`src/sv/segment_intersection_point_unit_defines.svh`:
```
// Assertion macros for the segment intersection point unit.
`ifndef SEGMENT_INTERSECTION_POINT_UNIT_DEFINES_SVH
`define SEGMENT_INTERSECTION_POINT_UNIT_DEFINES_SVH

// Same-cycle implication, checked on clk and disabled while rst_n is low.
`define SIPU_ASSERT_IMP(lbl, ante, cons) \
    lbl: assert property (@(posedge clk) disable iff (!rst_n) (ante) |-> (cons)) \
        else $error("same-cycle check failed");

// Next-cycle implication, checked on clk and disabled while rst_n is low.
`define SIPU_ASSERT_NXT(lbl, ante, cons) \
    lbl: assert property (@(posedge clk) disable iff (!rst_n) (ante) |=> (cons)) \
        else $error("next-cycle check failed");

`endif

```
`src/sv/sipu_pkg.sv`:
```
// Shared constants, codes and the divider chain record of the intersection unit.
package sipu_pkg;

    localparam int CW     = 16;             // coordinate width
    localparam int FB     = 8;              // fraction bits of the result
    localparam int OW     = 24;             // result coordinate width
    localparam int DW     = CW + 1;         // difference width
    localparam int PW     = 2 * DW;         // product width
    localparam int XW     = PW + 1;         // width of product differences
    localparam int DEN_W  = 2 * CW + 1;     // magnitude of denominator
    localparam int QW     = CW + FB;        // quotient width, one chain cell per bit
    localparam int NW     = CW + DEN_W + FB;// dividend width
    localparam int SW     = QW + 3;         // width of the unsaturated point
    localparam int IN_W   = 8 * CW;
    localparam int OUT_W  = 56;

    typedef enum logic [1:0] {
        ST_NONE    = 2'd0,
        ST_CROSS   = 2'd1,
        ST_OVERLAP = 2'd2
    } status_t;

    // Work carried from cell to cell along the divider chain.
    typedef struct packed {
        logic                 valid;
        status_t              status;
        logic signed [CW-1:0] base_x;
        logic signed [CW-1:0] base_y;
        logic                 neg_x;
        logic                 neg_y;
        logic [DEN_W-1:0]     den;
        logic [DEN_W-1:0]     rem_x;
        logic [DEN_W-1:0]     rem_y;
        logic [QW-1:0]        lo_x;
        logic [QW-1:0]        lo_y;
        logic [QW-1:0]        q_x;
        logic [QW-1:0]        q_y;
    } div_t;

endpackage

```
`src/sv/sipu_div_cell.sv`:
```
// One cell of the divider chain: settles one quotient bit for both coordinates.
module sipu_div_cell
    import sipu_pkg::*;
(
    input  logic clk,
    input  logic rst_n,
    input  logic adv,
    input  div_t in,
    output div_t out
);

    logic [DEN_W:0]   tx, ty;
    logic             gex, gey;
    logic [DEN_W-1:0] rx_next, ry_next;

    always_comb
    begin
        tx  = {in.rem_x, in.lo_x[QW-1]};
        ty  = {in.rem_y, in.lo_y[QW-1]};
        gex = tx >= {1'b0, in.den};
        gey = ty >= {1'b0, in.den};
        rx_next = gex ? DEN_W'(tx - {1'b0, in.den}) : tx[DEN_W-1:0];
        ry_next = gey ? DEN_W'(ty - {1'b0, in.den}) : ty[DEN_W-1:0];
    end

    // Only the valid flag is reset; the data fields hold during reset.
    always_ff @(posedge clk or negedge rst_n)
    begin
        if (!rst_n)
            out.valid <= 1'b0;
        else if (adv)
        begin
            out.valid  <= in.valid;
            out.status <= in.status;
            out.base_x <= in.base_x;
            out.base_y <= in.base_y;
            out.neg_x  <= in.neg_x;
            out.neg_y  <= in.neg_y;
            out.den    <= in.den;
            out.rem_x  <= rx_next;
            out.rem_y  <= ry_next;
            out.lo_x   <= {in.lo_x[QW-2:0], 1'b0};
            out.lo_y   <= {in.lo_y[QW-2:0], 1'b0};
            out.q_x    <= {in.q_x[QW-2:0], gex};
            out.q_y    <= {in.q_y[QW-2:0], gey};
        end
    end

endmodule

```
`config.mk`:
```
export PLATFORM = sky130hd
export DESIGN_NAME = sipu_div_cell
export DESIGN_NICKNAME = d
export VERILOG_FILES = /design/src/sv/segment_intersection_point_unit_defines.svh /design/src/sv/sipu_pkg.sv /design/src/sv/sipu_div_cell.sv
export SDC_FILE = /design/constraint.sdc
export NUM_CORES = 1
export LEC_CHECK = 0
export BUFFER_PORTS_ARGS = -buffer_cell sky130_fd_sc_hd__buf_2
export CAP_MARGIN = 20
export CELL_PAD_IN_SITES_DETAIL_PLACEMENT = 1
export CELL_PAD_IN_SITES_GLOBAL_PLACEMENT = 1
export CORE_ASPECT_RATIO = 0.6
export CORE_MARGIN = 5
export CORE_UTILIZATION = 41
export DETAILED_ROUTE_END_ITERATION = 7
export PLACE_DENSITY = 0.82
export SYNTH_ARGS = -nofsm -noshare
export SYNTH_HDL_FRONTEND = slang
export SYNTH_SLANG_ARGS = --single-unit
```
`constraint.sdc`:
```
create_clock -name clk -period 2 [get_ports clk]
set_input_delay 0.3 -clock clk [delete_from_list [all_inputs] [get_ports clk]]
set_output_delay 0.3 -clock clk [all_outputs]
set_load 0.01 [all_outputs]
```
==> results by stage <==
Timing:
- Setup violations remaining at the end of the flow were counted as 68.
- The measured slew at the worst slew-check pin is 0.728 ns.
- Across the routed clock network, the largest skew measured is 0 ns.
- The max-slew violation count was 0.
- Setup repair after global routing could not meet its margin everywhere.
- The final hold violation count is 0.
- The time the final worst path needs with I/O delays and setup is 3.09 ns.
- For this run, the top clock speed supported by timing is 0.324 GHz.
- The worst slew slack as a fraction of its limit is 50.8%.
- After layout, the worst path uses 155% of the clock period.
- The final sum of negative setup slack is -65.20 ns.
- Once routing completed, OpenROAD measured the worst setup slack at -1.09 ns.

Run:
- Max-cap violations in this run came to 0.

Hold path:
- The class of the tightest hold or removal check is input pin to register.
- The depth of the worst hold-timing path is 2.

Clock tree:
- The CTS tree is yes.
- Counting every sink on the clock net gives 230.
- The post-CTS clock slew at the launch and capture registers of the worst setup and hold paths is 0.07 ns.
- Clock latency on the worst-skew pair, taken at its later pin, is 0.55 ns.
- TritonCTS created 24 clock buffers.
- The count of H-tree levels built during CTS is 1.
- The root buffer selected by CTS is sky130_fd_sc_hd__clkbuf_16.
- The clock passes through at most 3 buffers.

Finish:
- The finished layout holds 2199 standard cells, fillers aside.
- The register with the most flip-flops in the layout has 230 of them.
- The filler cells instantiated in the layout total 2888.
- Compared with the post-synthesis result, the final layout area differs by 68.4%.
- In the final layout, the multi-input gates occupy 0.00477 mm2.
- The net count reported at finish is 2109.
- In the layout the commonest cells are sky130_fd_sc_hd__buf_2, sky130_fd_sc_hd__buf_4, sky130_fd_sc_hd__edfxtp_1.
- The sequential cell area in the final layout is 0.00690 mm2.
- The register with the most flip-flops in the final layout is out.
- The ratio of cells with drive above 1 in the final layout is 49.9%.
- The library cell used most frequently in the layout, excluding fill and tap cells, is sky130_fd_sc_hd__buf_2.
- The largest registers in the layout are out: 230 flops.

Floorplan:
- The floorplan has 47 rows.
- The die is 140 um tall.
- The core area is 0.0277 mm2.
- Pin placement for this block handled 467 I/O pins.
- The area of the die is 0.0319 mm2.
- The floorplan step set the die width to 227 um.
- The effective utilization at floorplan is 41.9%.

Power and ir drop:
- The internal power of the cells totals 10.5 mW.
- The net switching component of the power is 4.86 mW.
- The worst-case IR drop observed on VDD is 665 uV.
- The proportion of total power due to net switching is 31.7%.
- Combinational cells account for 29.3% of the total power.
- Of the total power, registers draw 38.9%.
- Power spread over the standard cell area amounts to 786 mW/mm2.
- The clock network accounts for 31.8% of the total power.
- The reported leakage power is 8.94 nW.

Drt:
- The average wire length per cell after detail routing is 31.5 um.
- The count of nets left with antenna violations once routing finished came out at 0.
- For this block, the routed nets add up to 69300 um of wire.
- The total via count in the routed design is 13000.
- The detailed-router iteration count before antenna repair is 5.
- The via-per-instance ratio is 5.92.
- For this run, design rule violations remaining after detail routing come to 0.
- For this block, the initial DRC count from the detailed router was 1436.

Global route:
- Entering global routing, the biggest net connects 64 pins.
- The initial antenna violation count is 14.
- The global route total overflow is 0.
- The number of global-route vias before repair came to 13500.
- Global routing used 38.5% of the available tracks.
- The first-pass GRT wire length is 91300 um.

Run status:
- The flow ran to the end, but the final reports show violations.
- The final reports fail on negative setup slack.

Synthesis:
- The sequential-to-total area share from yosys stat is 59.5%.
- The number of unique standard cell types used by synthesis is 72.
- The number of cells produced by synthesis is 885.
- The synthesized area is 0.0116 mm2.
- The number of synthesized register bits is 230.
- The largest total area in the synthesized netlist belongs to sky130_fd_sc_hd__edfxtp_1.
- The most used flip-flop cell after synthesis is sky130_fd_sc_hd__edfxtp_1.
- The area share of the largest cell type after synthesis is 59.3%.
- The number of enable-type register cells in the synthesized netlist is 229.
- Yosys attributes the largest share of cell area to sky130_fd_sc_hd__edfxtp_1, sky130_fd_sc_hd__ha_1, sky130_fd_sc_hd__a21oi_1, sky130_fd_sc_hd__mux2_4, sky130_fd_sc_hd__xnor2_1.
- The share of synthesized flip-flops with an asynchronous set or reset is 0.435%.
- The number of warnings reported in the yosys synthesis log is 0.
- The post-synthesis area per instance is 13.1 um2.

Setup path:
- The length in cells of the worst reg-to-reg path is 1.
- The largest fanout on the critical path is 3.
- Walking the worst path, the cells encountered are buf_2 -> inv_1 -> buf_4 -> ha_1 -> nor2b_1 -> o211ai_1 -> a311oi_2 -> nor3_2 -> o31ai_1 -> a221oi_1 -> xnor2_1 -> mux2_4.
- STA classifies the critical path endpoint as a register.
- The type of the worst setup path is input pin to register.
- The delay of the slowest critical-path stage is 0.51 ns.
- The type of element launching the critical path is an input pin.
- The required time of the worst setup path is 2.31 ns.
- The arrival time of data at the critical path endpoint is 3.40 ns.
- The slowest stage of the critical path belongs to the cell sky130_fd_sc_hd__a311oi_2.

Placed design:
- The count of buffers inserted at the top-level ports is 462.
- The half-perimeter wire length of the detailed placement result is 40000 um.
- Counting tap cells, the placed design contains a total of 1952 instances.
- Routability-driven placement finished with a final weighted congestion of 0.916.
power by group through the flow:
stage	Sequential, mW	Combinational, mW	Clock, mW
after floorplan	6.20	1.52	0
after global placement	6.00	3.33	0
after detailed placement	6.02	3.47	0
after CTS	5.93	3.93	4.62
after global routing	5.99	4.63	5.09
final	5.98	4.50	4.88
metal layers:
layer,up-vias,share of wire (%),track usage (%)
li1,5231,-,-
met2,1055,49,67.2
met4,10,6.2,15.2
met3,313,11,12.2
met5,-,0.078,0
met1,6420,34,44.2
stage by stage:
step                cell area (um2)  hold slack, ns  util (%)  total power, mW  worst slack, ns
floorplan                     11800         0.00441         -             7.72            -1.47
global placement              16400          0.0847      59.3             9.33            -1.64
detailed placement            16400          0.0890      59.3             9.49            -1.71
CTS                           19200         0.00122      69.2             14.5           -0.872
global route                  19500          0.0110      70.5             15.7            -1.18
finish                        19500          0.0152      70.5             15.4            -1.09
Yosys cell counts (4+ instances only):
master / number
sky130_fd_sc_hd__xnor2_1: 32
sky130_fd_sc_hd__a31o_2: 4
sky130_fd_sc_hd__o21a_1: 13
sky130_fd_sc_hd__a21o_1: 37
sky130_fd_sc_hd__xor2_1: 15
sky130_fd_sc_hd__o21ai_0: 34
sky130_fd_sc_hd__o211ai_1: 10
sky130_fd_sc_hd__mux2_4: 19
sky130_fd_sc_hd__nor3_1: 17
sky130_fd_sc_hd__and3_1: 10
sky130_fd_sc_hd__a31oi_1: 7
sky130_fd_sc_hd__nand3_1: 17
sky130_fd_sc_hd__nand2_1: 40
sky130_fd_sc_hd__mux2_1: 22
sky130_fd_sc_hd__or2_2: 5
sky130_fd_sc_hd__mux2_2: 8
sky130_fd_sc_hd__o31ai_1: 12
sky130_fd_sc_hd__inv_1: 58
sky130_fd_sc_hd__ha_1: 66
sky130_fd_sc_hd__a211oi_1: 7
sky130_fd_sc_hd__nor2_1: 48
sky130_fd_sc_hd__nand4_1: 13
sky130_fd_sc_hd__edfxtp_1: 229
sky130_fd_sc_hd__o21bai_1: 5
sky130_fd_sc_hd__nor2b_1: 6
sky130_fd_sc_hd__a21oi_1: 57
sky130_fd_sc_hd__clkbuf_1: 17
sky130_fd_sc_hd__a21boi_0: 5
area by class of cell:
cell class                 count  area share [%]
clock buffer                  26            3.11
timing repair inverter         2           0.141
tap                          367            2.35
timing repair buffer         917            32.2
sequential                   230            35.3
clock inverter                16           0.858
antenna                       10           0.128
multi-input combinational    571            24.4
inverter                      60            1.46
critical path, delay by kind of cell:
| family | cells | cell delay (ns) |
|---|---|---|
| xor+xnor | 1 | 0.17 |
| mux | 1 | 0.28 |
| simple gates | 2 | 0.49 |
| fa+ha+maj | 1 | 0.33 |
| compound gates | 4 | 1.48 |
| buf+inv | 3 | 0.35 |
final timing paths:
path,slack (ns),end,from
worst max-delay path,-1.09,out[121],in[163]
max in group asynchronous,1.74,out[231],rst_n
worst max register to register,1.23,out[231],out[231]
min in group asynchronous,0.16,out[231],rst_n
worst min register to register,0.55,out[231],out[231]
worst min-delay path,0.02,out[171],in[171]
timing repair:
item | 4_1_cts | 5_1_grt
setup endpoints to repair | 68 | 68
hold buffers | 153 | 2
gates resized for setup | 55 | 51
gates cloned | 2 | 0
endpoints found under the hold margin | 153 | 2
buffers inserted | 28 | 15
pin swaps | 15 | 18
cell families (layout without fill, tap and decap cells):
group / count (synthesis) / in the layout / synth area share (%)
AOI/OAI and AO/OA: 223 / 223 / 13.1
xor gates and xnor gates: 47 / 47 / 3.55
adders and majority gates: 68 / 68 / 7.47
buffers and inverters: 85 / 1021 / 3.09
DFF: 230 / 230 / 59.5
muxes: 51 / 51 / 5.55
other: 1 / 12 / 0.0323
and+or+nand+nor: 180 / 180 / 7.70
No activity file was read; power rests on OpenSTA's default activity.
